**src/hw/rtl/blt_pkg.sv**
```systemverilog
// ---------------------------------------------------------------------------
// blt_pkg
// Shared types and constants for the battery level tracker.
// ---------------------------------------------------------------------------
package blt_pkg;

    localparam int SAMPLE_BITS   = 12;
    localparam int THRESH_BITS   = 12;
    localparam int WIN_BITS      = 8;
    localparam int CNT_BITS      = 4;
    localparam int LEVEL_BITS    = 3;
    localparam int CFG_IDX_BITS  = 3;
    localparam int CFG_DATA_BITS = 12;

    // comparison width for sample against thresholds
    localparam int CMP_BITS = (SAMPLE_BITS > THRESH_BITS) ? SAMPLE_BITS : THRESH_BITS;

    // window bounds must hold both a re-armed value and the reset value
    localparam int BOUND_RESET = 1000;
    localparam int UB_BITS = (SAMPLE_BITS + 1 > 10) ? SAMPLE_BITS + 1 : 10;
    localparam int LB_BITS = (SAMPLE_BITS > 10) ? SAMPLE_BITS : 10;

    localparam logic [THRESH_BITS-1:0] THRESH_OVER_RST = THRESH_BITS'(702);
    localparam logic [THRESH_BITS-1:0] THRESH_FULL_RST = THRESH_BITS'(1293);
    localparam logic [THRESH_BITS-1:0] THRESH_TWO_RST  = THRESH_BITS'(1404);
    localparam logic [THRESH_BITS-1:0] THRESH_ONE_RST  = THRESH_BITS'(1586);
    localparam logic [THRESH_BITS-1:0] THRESH_ZERO_RST = THRESH_BITS'(1638);
    localparam logic [WIN_BITS-1:0]    WIN_HALF_RST    = WIN_BITS'(32);
    localparam logic [CNT_BITS-1:0]    CONFIRM_RST     = CNT_BITS'(9);

    typedef enum logic [LEVEL_BITS-1:0] {
        LV_EMPTY = 3'd0,
        LV_ZERO  = 3'd1,
        LV_ONE   = 3'd2,
        LV_TWO   = 3'd3,
        LV_FULL  = 3'd4,
        LV_OVER  = 3'd5
    } level_t;

    typedef enum logic [CFG_IDX_BITS-1:0] {
        REG_THRESH_OVER   = 3'd0,
        REG_THRESH_FULL   = 3'd1,
        REG_THRESH_TWO    = 3'd2,
        REG_THRESH_ONE    = 3'd3,
        REG_THRESH_ZERO   = 3'd4,
        REG_WINDOW_HALF   = 3'd5,
        REG_CONFIRM_LIMIT = 3'd6
    } cfg_idx_t;

    typedef enum logic [1:0] {
        CLS_DIRECT = 2'd0,
        CLS_RISE   = 2'd1,
        CLS_FALL   = 2'd2
    } cls_mode_t;

    typedef struct packed {
        logic [THRESH_BITS-1:0] over;
        logic [THRESH_BITS-1:0] full;
        logic [THRESH_BITS-1:0] two;
        logic [THRESH_BITS-1:0] one;
        logic [THRESH_BITS-1:0] zero;
    } thresh_t;

endpackage

```
**src/hw/rtl/blt_classify.sv**
```systemverilog
// ---------------------------------------------------------------------------
// blt_classify
// Threshold classification of one sample: direct, rising-only or falling-only.
// ---------------------------------------------------------------------------
module blt_classify (
    input  logic [blt_pkg::SAMPLE_BITS-1:0] sample,
    input  blt_pkg::level_t                 cur_level,
    input  blt_pkg::cls_mode_t              mode,
    input  blt_pkg::thresh_t                thresh,
    output blt_pkg::level_t                 new_level
);

    logic [blt_pkg::CMP_BITS-1:0] s_ext;
    logic le_over;
    logic le_full;
    logic le_two;
    logic le_one;
    logic le_zero;

    assign s_ext   = blt_pkg::CMP_BITS'(sample);
    assign le_over = s_ext <= blt_pkg::CMP_BITS'(thresh.over);
    assign le_full = s_ext <= blt_pkg::CMP_BITS'(thresh.full);
    assign le_two  = s_ext <= blt_pkg::CMP_BITS'(thresh.two);
    assign le_one  = s_ext <= blt_pkg::CMP_BITS'(thresh.one);
    assign le_zero = s_ext <= blt_pkg::CMP_BITS'(thresh.zero);

    // first matching threshold wins, in fixed order
    always_comb
    begin
        new_level = cur_level;
        unique case (mode)
            blt_pkg::CLS_DIRECT:
            begin
                if (le_over)      new_level = blt_pkg::LV_OVER;
                else if (le_full) new_level = blt_pkg::LV_FULL;
                else if (le_two)  new_level = blt_pkg::LV_TWO;
                else if (le_one)  new_level = blt_pkg::LV_ONE;
                else if (le_zero) new_level = blt_pkg::LV_ZERO;
                else              new_level = blt_pkg::LV_EMPTY;
            end
            blt_pkg::CLS_RISE:
            begin
                if (le_over)
                    new_level = blt_pkg::LV_OVER;
                else if (le_full)
                    new_level = blt_pkg::LV_FULL;
                else if (le_two && cur_level <= blt_pkg::LV_TWO)
                    new_level = blt_pkg::LV_TWO;
                else if (le_one && cur_level <= blt_pkg::LV_ONE)
                    new_level = blt_pkg::LV_ONE;
                else if (le_zero && cur_level <= blt_pkg::LV_ZERO)
                    new_level = blt_pkg::LV_ZERO;
                else
                    new_level = cur_level;
            end
            blt_pkg::CLS_FALL:
            begin
                if (le_over)
                    new_level = blt_pkg::LV_OVER;
                else if (le_full && cur_level >= blt_pkg::LV_FULL)
                    new_level = blt_pkg::LV_FULL;
                else if (le_two && cur_level >= blt_pkg::LV_TWO)
                    new_level = blt_pkg::LV_TWO;
                else if (le_one && cur_level >= blt_pkg::LV_ONE)
                    new_level = blt_pkg::LV_ONE;
                else if (le_zero && cur_level >= blt_pkg::LV_ZERO)
                    new_level = blt_pkg::LV_ZERO;
                else
                    new_level = blt_pkg::LV_EMPTY;
            end
            default: new_level = cur_level;
        endcase
    end

endmodule

```
**src/hw/rtl/battery_level_tracker.sv**
```systemverilog
// An accepted sample beat goes to the input register, then through one pass
// of compare and add logic to the level register, which doubles as the
// output register. Throughput: one sample per cycle while out_stall is low.
// Reset: thresholds, window and confirm limit return to defaults, window
// bounds to 1000, confirm count to 0 and the level to full; no clearing pass.
// ---------------------------------------------------------------------------
// battery_level_tracker
// Six-step battery level from ADC samples with a stability window, confirm
// count and charger-directed hysteresis.
// ---------------------------------------------------------------------------
module battery_level_tracker (
    input  logic                              clk,
    input  logic                              rst_n,

    input  logic                              in_valid,
    output logic                              in_stall,
    input  logic [blt_pkg::SAMPLE_BITS-1:0]   sample,
    input  logic                              ready_req,
    input  logic                              charging,

    output logic                              out_valid,
    input  logic                              out_stall,
    output logic [blt_pkg::LEVEL_BITS-1:0]    level,

    input  logic                              cfg_valid,
    output logic                              cfg_ready,
    input  logic [blt_pkg::CFG_IDX_BITS-1:0]  cfg_index,
    input  logic [blt_pkg::CFG_DATA_BITS-1:0] cfg_data
);

    // input stage
    logic                            in_vld_reg;
    logic [blt_pkg::SAMPLE_BITS-1:0] in_sample_reg;
    logic                            in_ready_reg;
    logic                            in_chg_reg;

    // output stage
    logic                            out_vld_reg;

    // configuration
    blt_pkg::thresh_t                thresh_reg;
    logic [blt_pkg::WIN_BITS-1:0]    win_half_reg;
    logic [blt_pkg::CNT_BITS-1:0]    confirm_limit_reg;

    // tracking state
    logic [blt_pkg::UB_BITS-1:0]     upper_bound_reg;
    logic [blt_pkg::UB_BITS-1:0]     upper_bound_next;
    logic [blt_pkg::LB_BITS-1:0]     lower_bound_reg;
    logic [blt_pkg::LB_BITS-1:0]     lower_bound_next;
    logic [blt_pkg::CNT_BITS-1:0]    stable_count_reg;
    logic [blt_pkg::CNT_BITS-1:0]    stable_count_next;
    blt_pkg::level_t                 cur_level_reg;
    blt_pkg::level_t                 cur_level_next;

    logic                            in_accept;
    logic                            advance;
    logic                            leave;
    logic                            count_done;
    blt_pkg::cls_mode_t              mode;
    blt_pkg::level_t                 cls_level;

    logic [blt_pkg::UB_BITS-1:0]     s_ub;
    logic [blt_pkg::LB_BITS-1:0]     s_lb;
    logic [blt_pkg::LB_BITS-1:0]     win_lb;

    assign advance   = in_vld_reg && (!out_vld_reg || !out_stall);
    assign in_stall  = in_vld_reg && !advance;
    assign in_accept = in_valid && !in_stall;
    assign cfg_ready = 1'b1;
    assign out_valid = out_vld_reg;
    assign level     = cur_level_reg;

    assign s_ub   = blt_pkg::UB_BITS'(in_sample_reg);
    assign s_lb   = blt_pkg::LB_BITS'(in_sample_reg);
    assign win_lb = blt_pkg::LB_BITS'(win_half_reg);

    assign leave      = (s_ub >= upper_bound_reg) ||
                        (blt_pkg::UB_BITS'(lower_bound_reg) >= s_ub);
    assign count_done = stable_count_reg >= confirm_limit_reg;
    assign mode       = !in_ready_reg ? blt_pkg::CLS_DIRECT :
                        (in_chg_reg ? blt_pkg::CLS_RISE : blt_pkg::CLS_FALL);

    blt_classify u_classify (
        .sample    (in_sample_reg),
        .cur_level (cur_level_reg),
        .mode      (mode),
        .thresh    (thresh_reg),
        .new_level (cls_level)
    );

    always_comb
    begin
        upper_bound_next  = upper_bound_reg;
        lower_bound_next  = lower_bound_reg;
        stable_count_next = stable_count_reg;
        cur_level_next    = cur_level_reg;
        if (!in_ready_reg)
        begin
            cur_level_next = cls_level;
        end
        else
        begin
            // window re-arms on every tracked sample, lower edge floors at 0
            upper_bound_next = s_ub + blt_pkg::UB_BITS'(win_half_reg);
            lower_bound_next = (s_lb >= win_lb) ? (s_lb - win_lb) : '0;
            if (leave)
                stable_count_next = '0;
            else if (!count_done)
                stable_count_next = stable_count_reg + blt_pkg::CNT_BITS'(1);
            else
                cur_level_next = cls_level;
        end
    end

    always_ff @(posedge clk or negedge rst_n)
    begin
        if (!rst_n)
        begin
            in_vld_reg       <= 1'b0;
            out_vld_reg      <= 1'b0;
            upper_bound_reg  <= blt_pkg::UB_BITS'(blt_pkg::BOUND_RESET);
            lower_bound_reg  <= blt_pkg::LB_BITS'(blt_pkg::BOUND_RESET);
            stable_count_reg <= '0;
            cur_level_reg    <= blt_pkg::LV_FULL;
        end
        else
        begin
            if (in_accept)
                in_vld_reg <= 1'b1;
            else if (advance)
                in_vld_reg <= 1'b0;

            if (advance)
                out_vld_reg <= 1'b1;
            else if (!out_stall)
                out_vld_reg <= 1'b0;

            if (advance)
            begin
                upper_bound_reg  <= upper_bound_next;
                lower_bound_reg  <= lower_bound_next;
                stable_count_reg <= stable_count_next;
                cur_level_reg    <= cur_level_next;
            end
        end
    end

    always_ff @(posedge clk or negedge rst_n)
    begin
        if (!rst_n)
        begin
            thresh_reg.over   <= blt_pkg::THRESH_OVER_RST;
            thresh_reg.full   <= blt_pkg::THRESH_FULL_RST;
            thresh_reg.two    <= blt_pkg::THRESH_TWO_RST;
            thresh_reg.one    <= blt_pkg::THRESH_ONE_RST;
            thresh_reg.zero   <= blt_pkg::THRESH_ZERO_RST;
            win_half_reg      <= blt_pkg::WIN_HALF_RST;
            confirm_limit_reg <= blt_pkg::CONFIRM_RST;
        end
        else if (cfg_valid && cfg_ready)
        begin
            unique case (blt_pkg::cfg_idx_t'(cfg_index))
                blt_pkg::REG_THRESH_OVER:
                    thresh_reg.over <= blt_pkg::THRESH_BITS'(cfg_data);
                blt_pkg::REG_THRESH_FULL:
                    thresh_reg.full <= blt_pkg::THRESH_BITS'(cfg_data);
                blt_pkg::REG_THRESH_TWO:
                    thresh_reg.two <= blt_pkg::THRESH_BITS'(cfg_data);
                blt_pkg::REG_THRESH_ONE:
                    thresh_reg.one <= blt_pkg::THRESH_BITS'(cfg_data);
                blt_pkg::REG_THRESH_ZERO:
                    thresh_reg.zero <= blt_pkg::THRESH_BITS'(cfg_data);
                blt_pkg::REG_WINDOW_HALF:
                    win_half_reg <= cfg_data[blt_pkg::WIN_BITS-1:0];
                blt_pkg::REG_CONFIRM_LIMIT:
                    confirm_limit_reg <= cfg_data[blt_pkg::CNT_BITS-1:0];
                default: ;
            endcase
        end
    end

    // input payload, no reset needed
    always_ff @(posedge clk)
    begin
        if (in_accept)
        begin
            in_sample_reg <= sample;
            in_ready_reg  <= ready_req;
            in_chg_reg    <= charging;
        end
    end

`ifndef SYNTH
    a_level_range: assert property (@(posedge clk) disable iff (!rst_n)
        cur_level_reg <= blt_pkg::LV_OVER)
        else $error("level out of range");

    a_bounds_order: assert property (@(posedge clk) disable iff (!rst_n)
        blt_pkg::UB_BITS'(lower_bound_reg) <= upper_bound_reg)
        else $error("window lower bound above upper bound");

    a_count_step: assert property (@(posedge clk) disable iff (!rst_n)
        (advance && in_ready_reg && !leave && !count_done)
        |=> stable_count_reg == $past(stable_count_reg) + blt_pkg::CNT_BITS'(1))
        else $error("confirm count did not step");

    a_direct_keeps_window: assert property (@(posedge clk) disable iff (!rst_n)
        (advance && !in_ready_reg)
        |=> $stable(upper_bound_reg) && $stable(lower_bound_reg)
            && $stable(stable_count_reg))
        else $error("direct classification touched window state");

    a_stall_when_full: assert property (@(posedge clk) disable iff (!rst_n)
        (in_vld_reg && out_vld_reg && out_stall) |-> in_stall)
        else $error("input taken while both stages held");
`endif

endmodule
```
**config.mk**
```make
export PLATFORM = sky130hd
export DESIGN_NAME = battery_level_tracker
export DESIGN_NICKNAME = d
export VERILOG_FILES = /design/src/hw/rtl/blt_pkg.sv /design/src/hw/rtl/blt_classify.sv /design/src/hw/rtl/battery_level_tracker.sv
export SDC_FILE = /design/constraint.sdc
export NUM_CORES = 1
export LEC_CHECK = 0
export BUFFER_PORTS_ARGS = -buffer_cell sky130_fd_sc_hd__buf_2
export CAP_MARGIN = 30
export CORE_ASPECT_RATIO = 1.2
export CORE_MARGIN = 1.5
export CORE_UTILIZATION = 60
export CTS_CLUSTER_SIZE = 30
export DETAILED_ROUTE_END_ITERATION = 8
export PLACE_DENSITY = 0.86
export RECOVER_POWER = 25
export SYNTH_ARGS = -nofsm -noshare
export SYNTH_HDL_FRONTEND = slang
export SYNTH_SLANG_ARGS = --single-unit
```
**constraint.sdc**
```tcl
create_clock -name clk -period 3.1 [get_ports clk]
set_clock_uncertainty 0.15 [all_clocks]
set_input_delay 0.62 -clock clk [delete_from_list [all_inputs] [get_ports clk]]
set_output_delay 0.62 -clock clk [all_outputs]
set_load 0.005 [all_outputs]
```
==> results.yml <==
status:
  status: "finished with violations"
  violations: "max-capacitance violations, max-slew violations"
synthesis:
  netlist_instances: 787
  synth-edff-count: 14
  ys_seq_area_frac: 0.413
  synth.net_count: 928
  synth_area_leaders: "dfrtp_1, ha_1, dfstp_2, edfxtp_1, inv_1"
  synth_cell_types: 65
  synthesis.area_um2: 7590
  synth_top_area_share: 0.198
  avgSynthCellArea_um2: 9.64
  synth_ff_type: "dfrtp_1"
  ys_seq_elements: 120
  yosysTopAreaCell: "dfrtp_1"
  yosysWarnings: 0
  async_flop_share: 0.883
drt:
  drt-initial-drc-count: 397
  vias_per_cell: 5.98
  avgRoutedWirePerCell_um: 18.1
  ant_nets: 0
  dr_total_vias: 6169
  firstDrtPassIters: 5
  drt_wl_total_um: 18700
  drc: 0
setup_path:
  r2r_slack_ns: 0.08
  path_max_fanout: 3
  worstSetupEndpointType: "flop"
  r2r-end: "level[0]"
  crit_required_ns: 3.25
  rr_worst_depth: 10
  worstSetupEndpoint: "level[0]"
  crit_type: "reg2reg"
  start_kind: "flop"
  r2r-start: "in_sample_reg[0]"
  worstPathArrival_ns: 3.17
  cp-startpoint: "in_sample_reg[0]"
global_route:
  antenna_found_initial: 0
  grt_pass1_wl_um: 30900
  grt_pass1_vias: 6473
  grt_start_max_net_pins: 70
  grt_overflow: 0
  grt_usage: 0.300
sta:
  post-route-period-util: 0.975
  hold_violations: 0
  period_needed_ns: 3.02
  hold_slack_ns: 0.217
  setup_viol: 0
  tns_ns: 0
  max_freq_ghz: 0.331
  setup_ws_ns: 0.0774
  tightestPinTransition_ns: 2.10
  maxSlewHeadroom: -0.399
  maxSlewViolCount: 38
flow_run:
  drv_cap: 1
clock_network:
  clock_latency_ns: 0.43
  cts_buffers: 17
  cts-root-buf: "clkbuf_16"
  hold_buffers: 0
  cts-htree-levels: 4
  cts_tree: "built"
  clk_path_buf_depth: 2
  clock_sinks: 120
  cts.clk_slew.worst_paths_ns: 0.06
die:
  row_count: 44
  coreArea_um2: 12200
  initial_core_util: 0.621
  die-width_um: 106
  ios: 40
  die_h_um: 126
  die_area_um2: 13300
layout:
  num-nets-final: 998
  drive_above_1_share: 0.215
  final_area_um2: 8790
  syn_to_final_growth_pct: 15.9
  final_core_utilization: 0.719
  final_cell_mix: "inv_1, ha_1, nand2_1"
  fin_cells: 1031
  largest_reg_flops: 60
  layout_commonest_cell: "inv_1"
  antenna_cells: 0
power_and_ir_drop:
  total_power_mw: 6.16
  leakagePower_nw: 4.08
  ir_worst_vdd_mv: 0.504
  p_per_area_nw_per_um2: 701
placed_design:
  placed_cell_area_um2: 8090
  dp_slack_ns: 0.0229
  port_buffers: 38
  gp_congestion: 0.918
  post-place-cells: 987
  place_hpwl_um: 13200
worst_hold_path:
  min_path_type: "in2reg"
==> power by group <==
part,internal [mW],switching (mW),total [mW]
Clock,1.23,0.676,1.90
Combinational,0.845,1.13,1.98
Sequential,2.06,0.219,2.28
==> critical path, cell delays in order, from the launching register on <==
cell and delay [ns]:
edfxtp_1 0.46, ha_1 0.33, nand2b_1 0.20, a2111oi_4 0.40, nor4_1 0.12, a2111oi_2 0.33
buf_4 0.17, nand3_1 0.19, a21oi_2 0.27, o311a_1 0.18, a32oi_1 0.09
==> synth_stat cells, types with 15 or more instances <==
library cell	n
a21oi_1	52
clkbuf_1	16
dfrtp_1	60
dfstp_2	46
ha_1	105
inv_1	106
mux2_2	29
nand2_1	94
nand4_1	17
nor2_1	23
o21ai_0	71
xnor2_1	15
==> final cells by class <==
type                    count  area [um2]
repair buffers             71         447
fillers                   845        3430
clock inverters             3        40.0
clock buffers              29         531
inverters                 107         405
flip-flops and latches    120        3130
multi-input cells         540        4040
well taps                 161         201
==> repair_timing <==
item                       CTS  global route
setup endpoints to repair    0             9
setup buffers                0            12
gates resized for setup      0             7
==> how the worst min path moves through the flow <==
| stage | start | end | slack, ns | depth (start not counted) |
|---|---|---|---|---|
| 3_3_place_gp | lower_bound_reg[5] | lower_bound_reg[5] | 0.31 | 2 |
| 5_1_grt | sample[8] | in_sample_reg[8] | 0.21 | 1 |
| 2_1_floorplan | rst_n | confirm_limit_reg[1] | 0.17 | 0 |
| 3_5_place_dp | lower_bound_reg[5] | lower_bound_reg[5] | 0.32 | 2 |
| 6_report | sample[9] | in_sample_reg[9] | 0.22 | 1 |
| 4_1_cts | rst_n | lower_bound_reg[10] | 0.03 | 1 |
==> layer usage <==
metal	up-vias	global-route usage	share of wire	routed length, um
li1	2901	-	-	-
met1	2972	0.343	0.39	7350
met2	220	0.512	0.51	9470
met3	76	0.0668	0.050	930
met4	0	0.176	0.050	925
met5	-	0	0	0
==> kinds of logic after synthesis <==
kind of cell    count (synthesis)  share of synthesized area
xor+xnor                       16                     0.0185
compound gates                200                      0.165
flops                         120                      0.413
fa+ha+maj                     107                      0.178
simple gates                  185                      0.115
other cells                     1                   0.000494
buf+inv                       127                     0.0637
mux                            31                     0.0457
(Power assumes the default switching activity.)
